**src/hdl/elmc_pkg.sv**
```systemverilog
// Package: payload types, engine state layout, command codes and shared helpers.
package elmc_pkg;

  localparam int ENGINE_COUNT_DEF = 3;
  localparam int PRES_MUL = 38174;
  localparam int PRES_OFS = 524288;
  localparam int PRES_SHIFT = 20;
  localparam int PRES_NUM = 200000;
  localparam int PRES_BIAS = 2746789;
  localparam int PRES_DEN = 5493578;
  localparam int SWITCH_COUNT = 4;

  localparam logic [3:0] REQ_THRT = 4'd8;

  localparam int R_STEN = 0;
  localparam int R_START = 1;
  localparam int R_SDEN = 2;
  localparam int R_STDN = 3;
  localparam int R_INLS = 4;
  localparam int R_ENLS = 5;
  localparam int R_LOXD = 6;
  localparam int R_TMSQ = 7;

  localparam int F_PAD = 0;
  localparam int F_FLIGHT = 1;
  localparam int F_CMDF = 2;
  localparam int F_CHAN = 3;
  localparam int F_COMP = 4;
  localparam int F_LIMIT = 5;
  localparam int F_SHUT = 6;
  localparam int F_POST = 7;
  localparam int F_HYD = 8;
  localparam int F_ELEC = 9;
  localparam int F_READY = 10;
  localparam int F_ENISS = 11;

  typedef enum logic [3:0] {
    CMD_IGNT = 4'd0,
    CMD_STDN = 4'd1,
    CMD_SDEN = 4'd2,
    CMD_SVRC = 4'd3,
    CMD_INLS = 4'd4,
    CMD_ENLS = 4'd5,
    CMD_THRT = 4'd6,
    CMD_STEN = 4'd7,
    CMD_LOXD = 4'd8,
    CMD_TMSQ = 4'd9,
    CMD_NONE = 4'd15
  } cmd_t;

  typedef enum logic [1:0] {
    REG_FAIL_LIMIT = 2'd0,
    REG_MIN_POWER  = 2'd1,
    REG_FULL_POWER = 2'd2,
    REG_TIME_TOL   = 2'd3
  } reg_idx_t;

  typedef struct packed {
    logic [0:0]  action;
    logic [1:0]  engine;
    logic [3:0]  request;
    logic [10:0] throttle_pct;
    logic [31:0] expected_time;
    logic [0:0]  on_pad;
    logic [31:0] pri_time;
    logic [15:0] pri_status;
    logic [15:0] pri_pressure;
    logic [31:0] sec_time;
    logic [15:0] sec_status;
    logic [15:0] sec_pressure;
  } item_t;

  typedef struct packed {
    logic [1:0]  engine_out;
    logic [0:0]  command_valid;
    logic [3:0]  command_code;
    logic [10:0] throttle_code;
    logic [11:0] pressure_pct;
    logic [2:0]  phase;
    logic [2:0]  mode;
    logic [11:0] status_flags;
  } result_t;

  typedef struct packed {
    logic [7:0]  fail_limit;
    logic [10:0] min_power;
    logic [10:0] full_power;
    logic [3:0]  time_tol;
  } cfg_t;

  typedef struct packed {
    logic        pri_fail;
    logic        sec_fail;
    logic        switched;
    logic        switch_pend;
    logic [7:0]  fail_count;
    logic [11:0] flags;
    logic [12:0] fields;
    logic [11:0] pressure;
    logic [7:0]  pending;
    cmd_t        last;
  } eng_st_t;

  typedef struct packed {
    logic        pad;
    logic        pri_ok;
    logic        sec_ok;
    logic [15:0] pri_status;
    logic [15:0] sec_status;
    logic [15:0] pri_p;
    logic [15:0] sec_p;
    logic [11:0] pri_q;
    logic [11:0] sec_q;
  } frame_t;

  typedef struct packed {
    logic        valid;
    cmd_t        code;
    logic [10:0] thr;
    logic        thr_taken;
  } issue_t;

  function automatic eng_st_t st_reset();
    eng_st_t s;
    s = '0;
    s.fields = {2'd0, 3'd0, 2'd1, 3'd5, 3'd2};
    s.last = CMD_NONE;
    return s;
  endfunction

  function automatic logic [11:0] pres_coarse(input logic [15:0] p);
    logic [31:0] m;
    m = 32'(p) * 32'(PRES_MUL) + 32'(PRES_OFS);
    return m[31:PRES_SHIFT];
  endfunction

  function automatic logic [11:0] pres_fix(input logic [15:0] p, input logic [11:0] q);
    logic [34:0] lhs;
    logic [34:0] rhs;
    lhs = 35'(p) * 35'(PRES_NUM) + 35'(PRES_BIAS);
    rhs = (35'(q) + 35'd1) * 35'(PRES_DEN);
    return (lhs >= rhs) ? q + 12'd1 : q;
  endfunction

  function automatic logic time_match(input logic [31:0] w, input logic [31:0] x,
                                      input logic [3:0] tol);
    logic [31:0] d;
    d = (w > x) ? w - x : x - w;
    return d < 32'(tol);
  endfunction

endpackage

```
**src/hdl/elmc_step.sv**
```systemverilog
// Frame update for one engine: link checks, status decode, flags and command issue.
module elmc_step (
  input  elmc_pkg::eng_st_t cur,
  input  elmc_pkg::frame_t  fr,
  input  elmc_pkg::cfg_t    cfg,
  input  logic              thr_pend,
  input  logic [10:0]       thr_level,
  output elmc_pkg::eng_st_t nst,
  output elmc_pkg::issue_t  iss
);
  import elmc_pkg::*;

  always_comb begin
    eng_st_t s;
    logic [11:0] fl;
    logic dec_pri;
    logic dec_sec;
    logic [15:0] sw;
    logic [2:0] phase;
    logic [2:0] mode;
    logic [1:0] test;
    logic [2:0] chan;
    logic [1:0] cmd;
    s = cur;
    fl = cur.flags;
    fl[F_PAD] = 1'b0;
    dec_pri = 1'b0;
    dec_sec = 1'b0;
    iss = '0;
    iss.code = CMD_IGNT;

    if (!fr.pri_ok) begin
      if (s.pri_fail) fl[F_PAD] = 1'b1;
      else s.pri_fail = 1'b1;
    end else begin
      s.pri_fail = 1'b0;
    end

    if (s.pri_fail || fr.pad) begin
      if (!fr.sec_ok) begin
        if (s.sec_fail) fl[F_PAD] = 1'b1;
        else s.sec_fail = 1'b1;
      end else begin
        s.sec_fail = 1'b0;
      end
      if (s.pri_fail) begin
        if (s.sec_fail) begin
          if (!s.switched) begin
            s.fail_count = s.fail_count + 8'd1;
            if (s.fail_count == 8'(SWITCH_COUNT)) begin
              s.switch_pend = 1'b1;
              s.switched = 1'b1;
              s.fail_count = '0;
            end
          end else if (!fl[F_FLIGHT]) begin
            s.fail_count = s.fail_count + 8'd1;
            if (s.fail_count == cfg.fail_limit) begin
              s.pressure = '0;
              fl[F_FLIGHT] = 1'b1;
            end
          end
        end else begin
          dec_sec = 1'b1;
        end
      end else begin
        dec_pri = 1'b1;
      end
    end else begin
      dec_pri = 1'b1;
    end

    sw = dec_sec ? fr.sec_status : fr.pri_status;
    if (dec_pri || dec_sec) begin
      s.pressure = dec_sec ? pres_fix(fr.sec_p, fr.sec_q) : pres_fix(fr.pri_p, fr.pri_q);
      s.fields = {sw[2:1], sw[5:3], sw[15:14], sw[13:11], sw[10:8]};
    end

    phase = s.fields[2:0];
    mode = s.fields[5:3];
    test = s.fields[7:6];
    chan = s.fields[10:8];
    cmd = s.fields[12:11];
    if (!s.pri_fail || !s.sec_fail) begin
      if (cmd == 2'd1) fl[F_CMDF] = 1'b1;
      if (fr.pad && cmd != 2'd0 && chan != 3'd0) fl[F_CHAN] = 1'b1;
      fl[F_HYD] = 1'b0;
      fl[F_ELEC] = 1'b0;
      fl[F_COMP] = 1'b0;
      fl[F_LIMIT] = 1'b0;
      if (phase == 3'd4) begin
        if (mode == 3'd4) fl[F_HYD] = 1'b1;
        else if (mode == 3'd5) fl[F_ELEC] = 1'b1;
      end else if (phase == 3'd5) begin
        fl[F_SHUT] = 1'b1;
      end else if (phase == 3'd6) begin
        fl[F_SHUT] = 1'b0;
        fl[F_POST] = 1'b1;
      end else if (phase == 3'd2) begin
        fl[F_READY] = (mode == 3'd5);
      end
      if (test == 2'd2) fl[F_COMP] = 1'b1;
      else if (test == 2'd3) fl[F_LIMIT] = 1'b1;
    end

    priority if (s.last == CMD_STEN) begin
      if (s.pending[R_START]) begin
        s.pending[R_START] = 1'b0;
        s.pending[R_STEN] = 1'b0;
        s.last = CMD_IGNT;
        iss.valid = 1'b1;
        iss.code = CMD_IGNT;
      end
    end else if (s.last == CMD_SDEN) begin
      if (s.pending[R_STDN]) begin
        s.pending[R_STDN] = 1'b0;
        fl[F_ENISS] = 1'b0;
        s.last = CMD_STDN;
        iss.valid = 1'b1;
        iss.code = CMD_STDN;
      end
    end else if (s.pending[R_SDEN]) begin
      s.pending[R_SDEN] = 1'b0;
      fl[F_ENISS] = 1'b1;
      s.last = CMD_SDEN;
      iss.valid = 1'b1;
      iss.code = CMD_SDEN;
    end else if (s.switch_pend) begin
      s.switch_pend = 1'b0;
      s.last = CMD_SVRC;
      iss.valid = 1'b1;
      iss.code = CMD_SVRC;
    end else if (s.pending[R_INLS]) begin
      s.pending[R_INLS] = 1'b0;
      s.last = CMD_INLS;
      iss.valid = 1'b1;
      iss.code = CMD_INLS;
    end else if (s.pending[R_ENLS]) begin
      s.pending[R_ENLS] = 1'b0;
      s.last = CMD_ENLS;
      iss.valid = 1'b1;
      iss.code = CMD_ENLS;
    end else if (thr_pend) begin
      iss.thr_taken = 1'b1;
      iss.valid = 1'b1;
      iss.code = CMD_THRT;
      if (thr_level > cfg.min_power) iss.thr = thr_level - cfg.min_power;
    end else if (s.pending[R_STEN]) begin
      s.pending[R_STEN] = 1'b0;
      s.last = CMD_STEN;
      iss.valid = 1'b1;
      iss.code = CMD_STEN;
    end else if (s.pending[R_LOXD]) begin
      s.pending[R_LOXD] = 1'b0;
      s.last = CMD_LOXD;
      iss.valid = 1'b1;
      iss.code = CMD_LOXD;
    end else if (s.pending[R_TMSQ]) begin
      s.pending[R_TMSQ] = 1'b0;
      s.last = CMD_TMSQ;
      iss.valid = 1'b1;
      iss.code = CMD_TMSQ;
    end

    s.flags = fl;
    nst = s;
  end

endmodule

```
**src/hdl/engine_link_monitor_and_commander.sv**
```systemverilog
// Top level: engine state memory, read-modify-write stage, result register, config.
//
//  channel   | signals                         | transfer when
//  item      | item_valid item_ready item      | item_valid & item_ready
//  result    | result_valid result_ready result| result_valid & result_ready
//  config    | wr_en wr_index wr_data          | wr_en
//
// One item per cycle while the update stage is not stalled. An item reads its
// engine's entry in the state memory on acceptance, is updated in the update stage
// and written back; a back-to-back item on the same engine takes the written value
// from a bypass register. The result register loads from the update stage for
// frame items only. Reset clears all state at once.
// A held result stalls the update stage only for frame items.
module engine_link_monitor_and_commander #(
  parameter int ENGINE_COUNT = elmc_pkg::ENGINE_COUNT_DEF
) (
  input  logic              clk,
  input  logic              rst,
  input  logic              item_valid,
  output logic              item_ready,
  input  elmc_pkg::item_t   item,
  output logic              result_valid,
  input  logic              result_ready,
  output elmc_pkg::result_t result,
  input  logic              wr_en,
  input  logic [1:0]        wr_index,
  input  logic [10:0]       wr_data
);
  import elmc_pkg::*;

  localparam int IW = (ENGINE_COUNT > 1) ? $clog2(ENGINE_COUNT) : 1;

  cfg_t cfg;
  eng_st_t mem [ENGINE_COUNT];
  logic [ENGINE_COUNT-1:0] mem_ok;
  logic [ENGINE_COUNT-1:0] thr_pend;
  logic [10:0] thr_level;

  eng_st_t rd_st;
  eng_st_t fwd_st;
  logic fwd_hit;
  eng_st_t cur;

  logic s1_valid;
  logic s1_action;
  logic [3:0] s1_req;
  logic [10:0] s1_pct;
  logic [IW-1:0] s1_e;
  frame_t s1_fr;

  logic eng_ok;
  logic useful;
  logic item_fire;
  logic [IW-1:0] addr;
  logic s1_go;
  logic s1_thr;
  logic wr_mem;
  eng_st_t nst;
  eng_st_t req_st;
  eng_st_t wr_st;
  issue_t iss;
  frame_t fr_in;

  assign addr = IW'(item.engine);
  assign eng_ok = int'(item.engine) < ENGINE_COUNT;
  assign useful = item.action[0] ?
                  (item.request == REQ_THRT || (item.request < REQ_THRT && eng_ok)) : eng_ok;
  assign item_fire = item_valid && item_ready;
  assign s1_thr = s1_action && s1_req == REQ_THRT;
  assign s1_go = s1_action || !result_valid || result_ready;
  assign item_ready = !s1_valid || s1_go;
  assign wr_mem = s1_valid && s1_go && !s1_thr;
  assign cur = fwd_hit ? fwd_st : rd_st;

  always_comb begin
    fr_in.pad = item.on_pad[0];
    fr_in.pri_ok = time_match(item.pri_time, item.expected_time, cfg.time_tol);
    fr_in.sec_ok = time_match(item.sec_time, item.expected_time, cfg.time_tol);
    fr_in.pri_status = item.pri_status;
    fr_in.sec_status = item.sec_status;
    fr_in.pri_p = item.pri_pressure;
    fr_in.sec_p = item.sec_pressure;
    fr_in.pri_q = pres_coarse(item.pri_pressure);
    fr_in.sec_q = pres_coarse(item.sec_pressure);
  end

  always_comb begin
    req_st = cur;
    req_st.pending[s1_req[2:0]] = 1'b1;
    wr_st = s1_action ? req_st : nst;
  end

  elmc_step u_step (
    .cur       (cur),
    .fr        (s1_fr),
    .cfg       (cfg),
    .thr_pend  (thr_pend[s1_e]),
    .thr_level (thr_level),
    .nst       (nst),
    .iss       (iss)
  );

  always_ff @(posedge clk) begin
    if (rst) begin
      cfg.fail_limit <= 8'd8;
      cfg.min_power <= 11'd670;
      cfg.full_power <= 11'd1090;
      cfg.time_tol <= 4'd1;
    end else if (wr_en) begin
      unique case (reg_idx_t'(wr_index))
        REG_FAIL_LIMIT: cfg.fail_limit <= wr_data[7:0];
        REG_MIN_POWER:  cfg.min_power <= wr_data;
        REG_FULL_POWER: cfg.full_power <= wr_data;
        REG_TIME_TOL:   cfg.time_tol <= wr_data[3:0];
        default: ;
      endcase
    end
  end

  always_ff @(posedge clk) begin
    if (wr_mem) mem[s1_e] <= wr_st;
    if (item_fire && eng_ok) rd_st <= mem_ok[addr] ? mem[addr] : st_reset();
    if (wr_mem) fwd_st <= wr_st;
  end

  always_ff @(posedge clk) begin
    if (rst) begin
      mem_ok <= '0;
      thr_pend <= '0;
      thr_level <= '0;
      fwd_hit <= 1'b0;
      s1_valid <= 1'b0;
      result_valid <= 1'b0;
    end else begin
      if (wr_mem) mem_ok[s1_e] <= 1'b1;
      if (item_fire) fwd_hit <= wr_mem && s1_e == addr;
      if (s1_valid && s1_go) begin
        if (s1_thr) begin
          if (s1_pct >= cfg.min_power && s1_pct <= cfg.full_power) begin
            thr_level <= s1_pct;
            thr_pend <= '1;
          end
        end else if (!s1_action && iss.thr_taken) begin
          thr_pend[s1_e] <= 1'b0;
        end
      end
      if (item_fire && useful) s1_valid <= 1'b1;
      else if (s1_go) s1_valid <= 1'b0;
      if (s1_valid && s1_go && !s1_action) result_valid <= 1'b1;
      else if (result_ready) result_valid <= 1'b0;
    end
  end

  always_ff @(posedge clk) begin
    if (item_fire && useful) begin
      s1_action <= item.action[0];
      s1_req <= item.request;
      s1_pct <= item.throttle_pct;
      s1_e <= addr;
      s1_fr <= fr_in;
    end
    if (s1_valid && s1_go && !s1_action) begin
      result.engine_out <= 2'(s1_e);
      result.command_valid <= iss.valid;
      result.command_code <= iss.valid ? iss.code : 4'd0;
      result.throttle_code <= iss.thr;
      result.pressure_pct <= nst.pressure;
      result.phase <= nst.fields[2:0];
      result.mode <= nst.fields[5:3];
      result.status_flags <= nst.flags;
    end
  end

  a_no_cmd_zero: assert property (@(posedge clk) disable iff (rst)
    result_valid && !result.command_valid |-> result.command_code == 4'd0 &&
    result.throttle_code == 11'd0) else $error("idle command fields not zero");

  a_stall_holds: assert property (@(posedge clk) disable iff (rst)
    s1_valid && !s1_go |=> s1_valid) else $error("update stage lost item");

  a_ready_free: assert property (@(posedge clk) disable iff (rst)
    !s1_valid |-> item_ready) else $error("empty stage refused item");

endmodule

```
**config.mk**
```make
export PLATFORM = sky130hd
export DESIGN_NAME = engine_link_monitor_and_commander
export DESIGN_NICKNAME = d
export VERILOG_FILES = /design/src/hdl/elmc_pkg.sv /design/src/hdl/elmc_step.sv /design/src/hdl/engine_link_monitor_and_commander.sv
export SDC_FILE = /design/constraint.sdc
export NUM_CORES = 2
export LEC_CHECK = 0
export ABC_AREA = 1
export ABC_CLOCK_PERIOD_IN_PS = 8500
export BUFFER_PORTS_ARGS = -buffer_cell sky130_fd_sc_hd__buf_2
export CAP_MARGIN = 20
export CORE_ASPECT_RATIO = 0.9
export CORE_UTILIZATION = 41
export DETAILED_ROUTE_END_ITERATION = 10
export PLACE_DENSITY_LB_ADDON = 0.1
export SLEW_MARGIN = 20
export SYNTH_ARGS = -nofsm -noshare
export SYNTH_HDL_FRONTEND = slang
export SYNTH_HIERARCHICAL = 1
export SYNTH_SLANG_ARGS = --single-unit
```
**constraint.sdc**
```tcl
create_clock -name clk -period 8.5 [get_ports clk]
set_input_delay 0.85 -clock clk [delete_from_list [all_inputs] [get_ports clk]]
set_output_delay 0.85 -clock clk [all_outputs]
set_load 0.02 [all_outputs]
```
### Word level (Yosys, flattened, before mapping)

Memories as Yosys holds them, arrays and structs flattened. A register that Yosys moved wholly into a read port is not among the register bits.
Cells that the tools add are included.

| cells by class | value |
|---|---|
| add/sub/neg operators | 14 |
| $mul | 6 |
| order comparisons | 16 |
| equality and inequality tests | 20 |
| mux-type cells | 131 |
| bitwise operators | 6 |
| reductions and logical operators | 41 |

Operator list:

| kind | count |
|---|---|
| $sub 32x32->32 | 4 |
| $mux 61 | 2 |
| $mux 12 | 9 |
| $mux 5 | 15 |
| $add 34x22->35 const B | 2 |
| $ge 35x35->1 | 2 |
| $mul 35x22->34 const B | 2 |
| $mux 1 | 65 |
| $add 32x20->32 const B | 2 |
| $gt 32x32->1 | 2 |
| $lt 32x4->1 | 2 |
| $mux 32 | 2 |
| $mul 16x15->31 const B | 2 |
| $mul 16x12->28 const B | 2 |
| $mux 4 | 12 |
| $mux 10 | 3 |
| $add 12x1->13 const B | 2 |
| $mux 25 | 1 |
| $add 12x1->12 const B | 2 |
| $mux 16 | 1 |
| $mux 2 | 8 |
| $mux 8 | 2 |
| $eq 3x3->1 const B | 5 |
| $logic_and 1x1->1 | 15 |
| other kinds (41) | 70 |

| storage, ports and cells | value |
|---|---|
| bits in registers | 272 |
| RAM bits | 183 |
| bits of input ports | 197 |
| output and inout port bits | 50 |
| memories | 1 |

Memories:

| memory | words | width | read ports | clocked after Yosys merged registers in | write ports | RTL line | source |
|---|---|---|---|---|---|---|---|
| mem | 3 | 61 | 1 | 1 | 1 | engine_link_monitor_and_commander.sv:34 | `eng_st_t mem [ENGINE_COUNT];` |

### Depth between registers and ports, before layout

| logic depth | value |
|---|---|
| depth in word-level cells | 17 |
| mapped depth | 48 |

### By module

Netlist, hierarchy kept.

Modules (own cells, without submodules):

| module | instances | cells each | area an instance (um^2) | seq. area each (um^2) |
|---|---|---|---|---|
| engine_link_monitor_and_commander | 1 | 4782 | 39276.4 | 14954.3 |
| elmc_step | 1 | 3198 | 22656.7 | 0.0 |

### Worst setup path after synthesis

OpenSTA, ideal clock, no wires.

| timing path | value |
|---|---|
| kind | register -> register |
| from | register s1_fr[1] in the netlist's numbering |
| to | register fwd_st[18] in the netlist's numbering (data pin) |
| library setup time | 285 ps |
| arrival | 7054 ps |
| required time | 8215 ps |
| path slack | 1162 ps |
| stages on the path, launching flop included | 38 |
| path buffers | 1 |
| period minus slack after synthesis | 7338 ps |
| path through | edfxtp_1 > ha_1 > nand3_1 > nor2_2 > nand2_2 > nor3_2 > nor2_1 > a21oi_1 > fa_1 > ha_1 > fa_1 > inv_1 > fa_1 > fa_1 > inv_1 > ha_1 > nand2_1 > nor2_1 > (+2 left out) > a21oi_1 > o21bai_1 > nand2_1 > nand3b_1 > nand2_1 > ha_1 > nand2_1 > nor2_1 > nand4_1 > nor3_1 > nand4_1 > nand3_1 > buf_2 > a21oi_1 > o21ai_0 > nand3_1 > nor2_1 > a31oi_1 |

RTL lines:

| what | RTL line | source |
|---|---|---|
| start, declared | engine_link_monitor_and_commander.sv:49 | `frame_t s1_fr;` |
| start signal, assigned | engine_link_monitor_and_commander.sv:160 | `s1_fr <= fr_in;` |
| end signal, assigned | engine_link_monitor_and_commander.sv:123 | `if (wr_mem) fwd_st <= wr_st;` |
| end, declared | engine_link_monitor_and_commander.sv:40 | `eng_st_t fwd_st;` |

==> impl_metrics.toml <==
[outcome]
status = "finished clean"

[global_route]
grt_max_degree = 79
grt_use_total_pct = 22.8
grt_pass1_wl_mm = 274
grt_pass1_vias = 49900
antenna_found_initial = 1
overflow = 0

[cts]
cts_tree = "yes"
cts_buffer_depth = 3
holdBufCountCts = 0
cts_made_buffers = 57
cts.reportedPaths.clkPinSlew_ns = 0.06
cts_max_level = 2
clk_latency_ns = 0.68
clock-sinks = 495
cts-root-buf = "clkbuf_16"

[synthesis]
synthCells = 7928
syn-cell-area_um2 = 61200
synth_nets = 9430
syn_avg_cell_area_um2 = 7.71
ys_warn_count = 6

[layout]
layout_commonest_cell = "nand2_1"
layout.cells.non_filler = 10200
utilization_pct = 45.2
n_antenna_cell = 0
fillCellCount = 15200
areaGrowthSynthToFinish_pct = 9.45
final_nets = 9680
final_cell_mix = "nand2_1, inv_1, ha_1"
multiInputGateArea_um2 = 40300
drive_gt1_share_pct = 7.67
regArea_um2 = 14300

[route]
num_vias = 50500
wire_per_inst_um = 16.9
dr.pass1.iters = 6
routed_wirelength_mm = 173
drt-vias-per-instance = 4.96
ant_nets = 0
drt-initial-drc-count = 2997
drc = 0

[timing]
post-route-period-util_pct = 92.9
fin_crit_ns = 7.89
worst_pin_slew_ns = 1.08
hold_viol = 0
maxSlewViolCount = 0
setup_violations = 0
slew-limit-headroom_pct = 27.8
finalClockSkew_ns = 0.0552
max_freq_mhz = 127

[worst_setup_path]
timing.rr.start = "s1_fr[0]"
cp.arrival_ns = 8.27
start_kind = "flip-flop"
path_common_cell = "nand2_1"
ff2ff_setup_slack_ns = 0.61
regToRegEndpoint = "mem[0][14]"
path_max_fanout = 22
crit_type = "flip-flop to flip-flop"
critPathBufInv = 8
setup.worst_path.end_class = "flip-flop"
slowest_delay_ns = 0.58
cp.required_ns = 8.88
crit_cells = 46
crit_slowest_cell = "fa_1"
r2r_cells = 46
crit_family = "adder cells"

[placed_design]
placed_cells = 10100
io_buffers = 240
gp_congestion = 0.927
hpwl_mm = 141

[min_path]
min-delay-start = "item[92]"
hold_path_class = "primary input to flip-flop"
hold-path-endpoint = "s1_fr[84]"
whs_path_depth = 1

[die]
rows = 134
die_w_um = 409
coreArea_um2 = 148000
fp.dieArea_um2 = 151000
start_util_pct = 41.3
dieHeight_um = 368
io_pins = 247

[flow_run]
maxCapViolCount = 0
## worst register-to-register path: cells and delay by family, from the launching register on
| family | cells | cell delay [ns] |
|---|---|---|
| flip-flops | 1 | 0.35 |
| AND/OR/NAND/NOR | 24 | 2.57 |
| XOR/XNOR | 1 | 0.19 |
| buffers and inverters | 8 | 0.77 |
| AO/OA/AOI/OAI | 5 | 0.76 |
| adder cells (fa/ha/maj) | 8 | 3.00 |
## timing repair
action                                  in CTS  in global routing
setup buffers                                0                  3
endpoints found under the setup margin       0                 57
resized for setup                            0                 59
## worst max path at each step
stage | startpoint | to | slack (ns)
after floorplan | s1_fr[1] | fwd_st[18] | 1.16
after global placement | s1_fr[12] | mem[0][12] | 0.26
after detailed placement | s1_fr[12] | mem[1][17] | 0.22
after CTS | s1_fr[12] | mem[1][17] | 0.19
after global routing | s1_fr[12] | mem[1][15] | -0.008
final | s1_fr[0] | mem[0][14] | 0.61
## sequential cells by signal, summed over array words and instances, names as in the netlist, 11 cells and up
register and count:
s1_pct 11, thr_level 11, s1_fr 85, rd_st 58, cfg 34, fwd_st 58, result 48, mem 174
## metrics by stage
| step | hold slack [ns] | area [um^2] | TNS (ns) | setup WS [ns] |
|---|---|---|---|---|
| 2_1_floorplan | 0.424 | 61200 | 0 | 1.16 |
| 3_3_place_gp | 0.440 | 64800 | 0 | 0.256 |
| 3_5_place_dp | 0.443 | 64800 | 0 | 0.222 |
| 4_1_cts | 0.289 | 66700 | 0 | 0.191 |
| 5_1_grt | 0.293 | 66900 | -0.0475 | -0.00775 |
| 6_report | 0.344 | 66900 | 0 | 0.607 |
## final cells by class
class | instances | area share [%]
well taps | 1972 | 3.69
multi-input cells | 5654 | 60.2
clock inverters | 29 | 0.460
flip-flops and latches | 495 | 21.4
clock buffers | 75 | 2.32
inverters | 1659 | 9.33
repair buffers | 311 | 2.63
## layer usage
metal,part of all wire (%),wire length (um),vias to the layer above,global-route usage (%)
met5,0,0,-,0
met4,2.2,3850,0,4.99
met3,4.0,6900,174,2.08
met2,45,77700,1067,37.5
met1,49,84300,23600,32.4
li1,-,-,25700,-
Power is not shown: default switching activity piles up to over one toggle a cycle in this logic, so the estimate is an artifact.
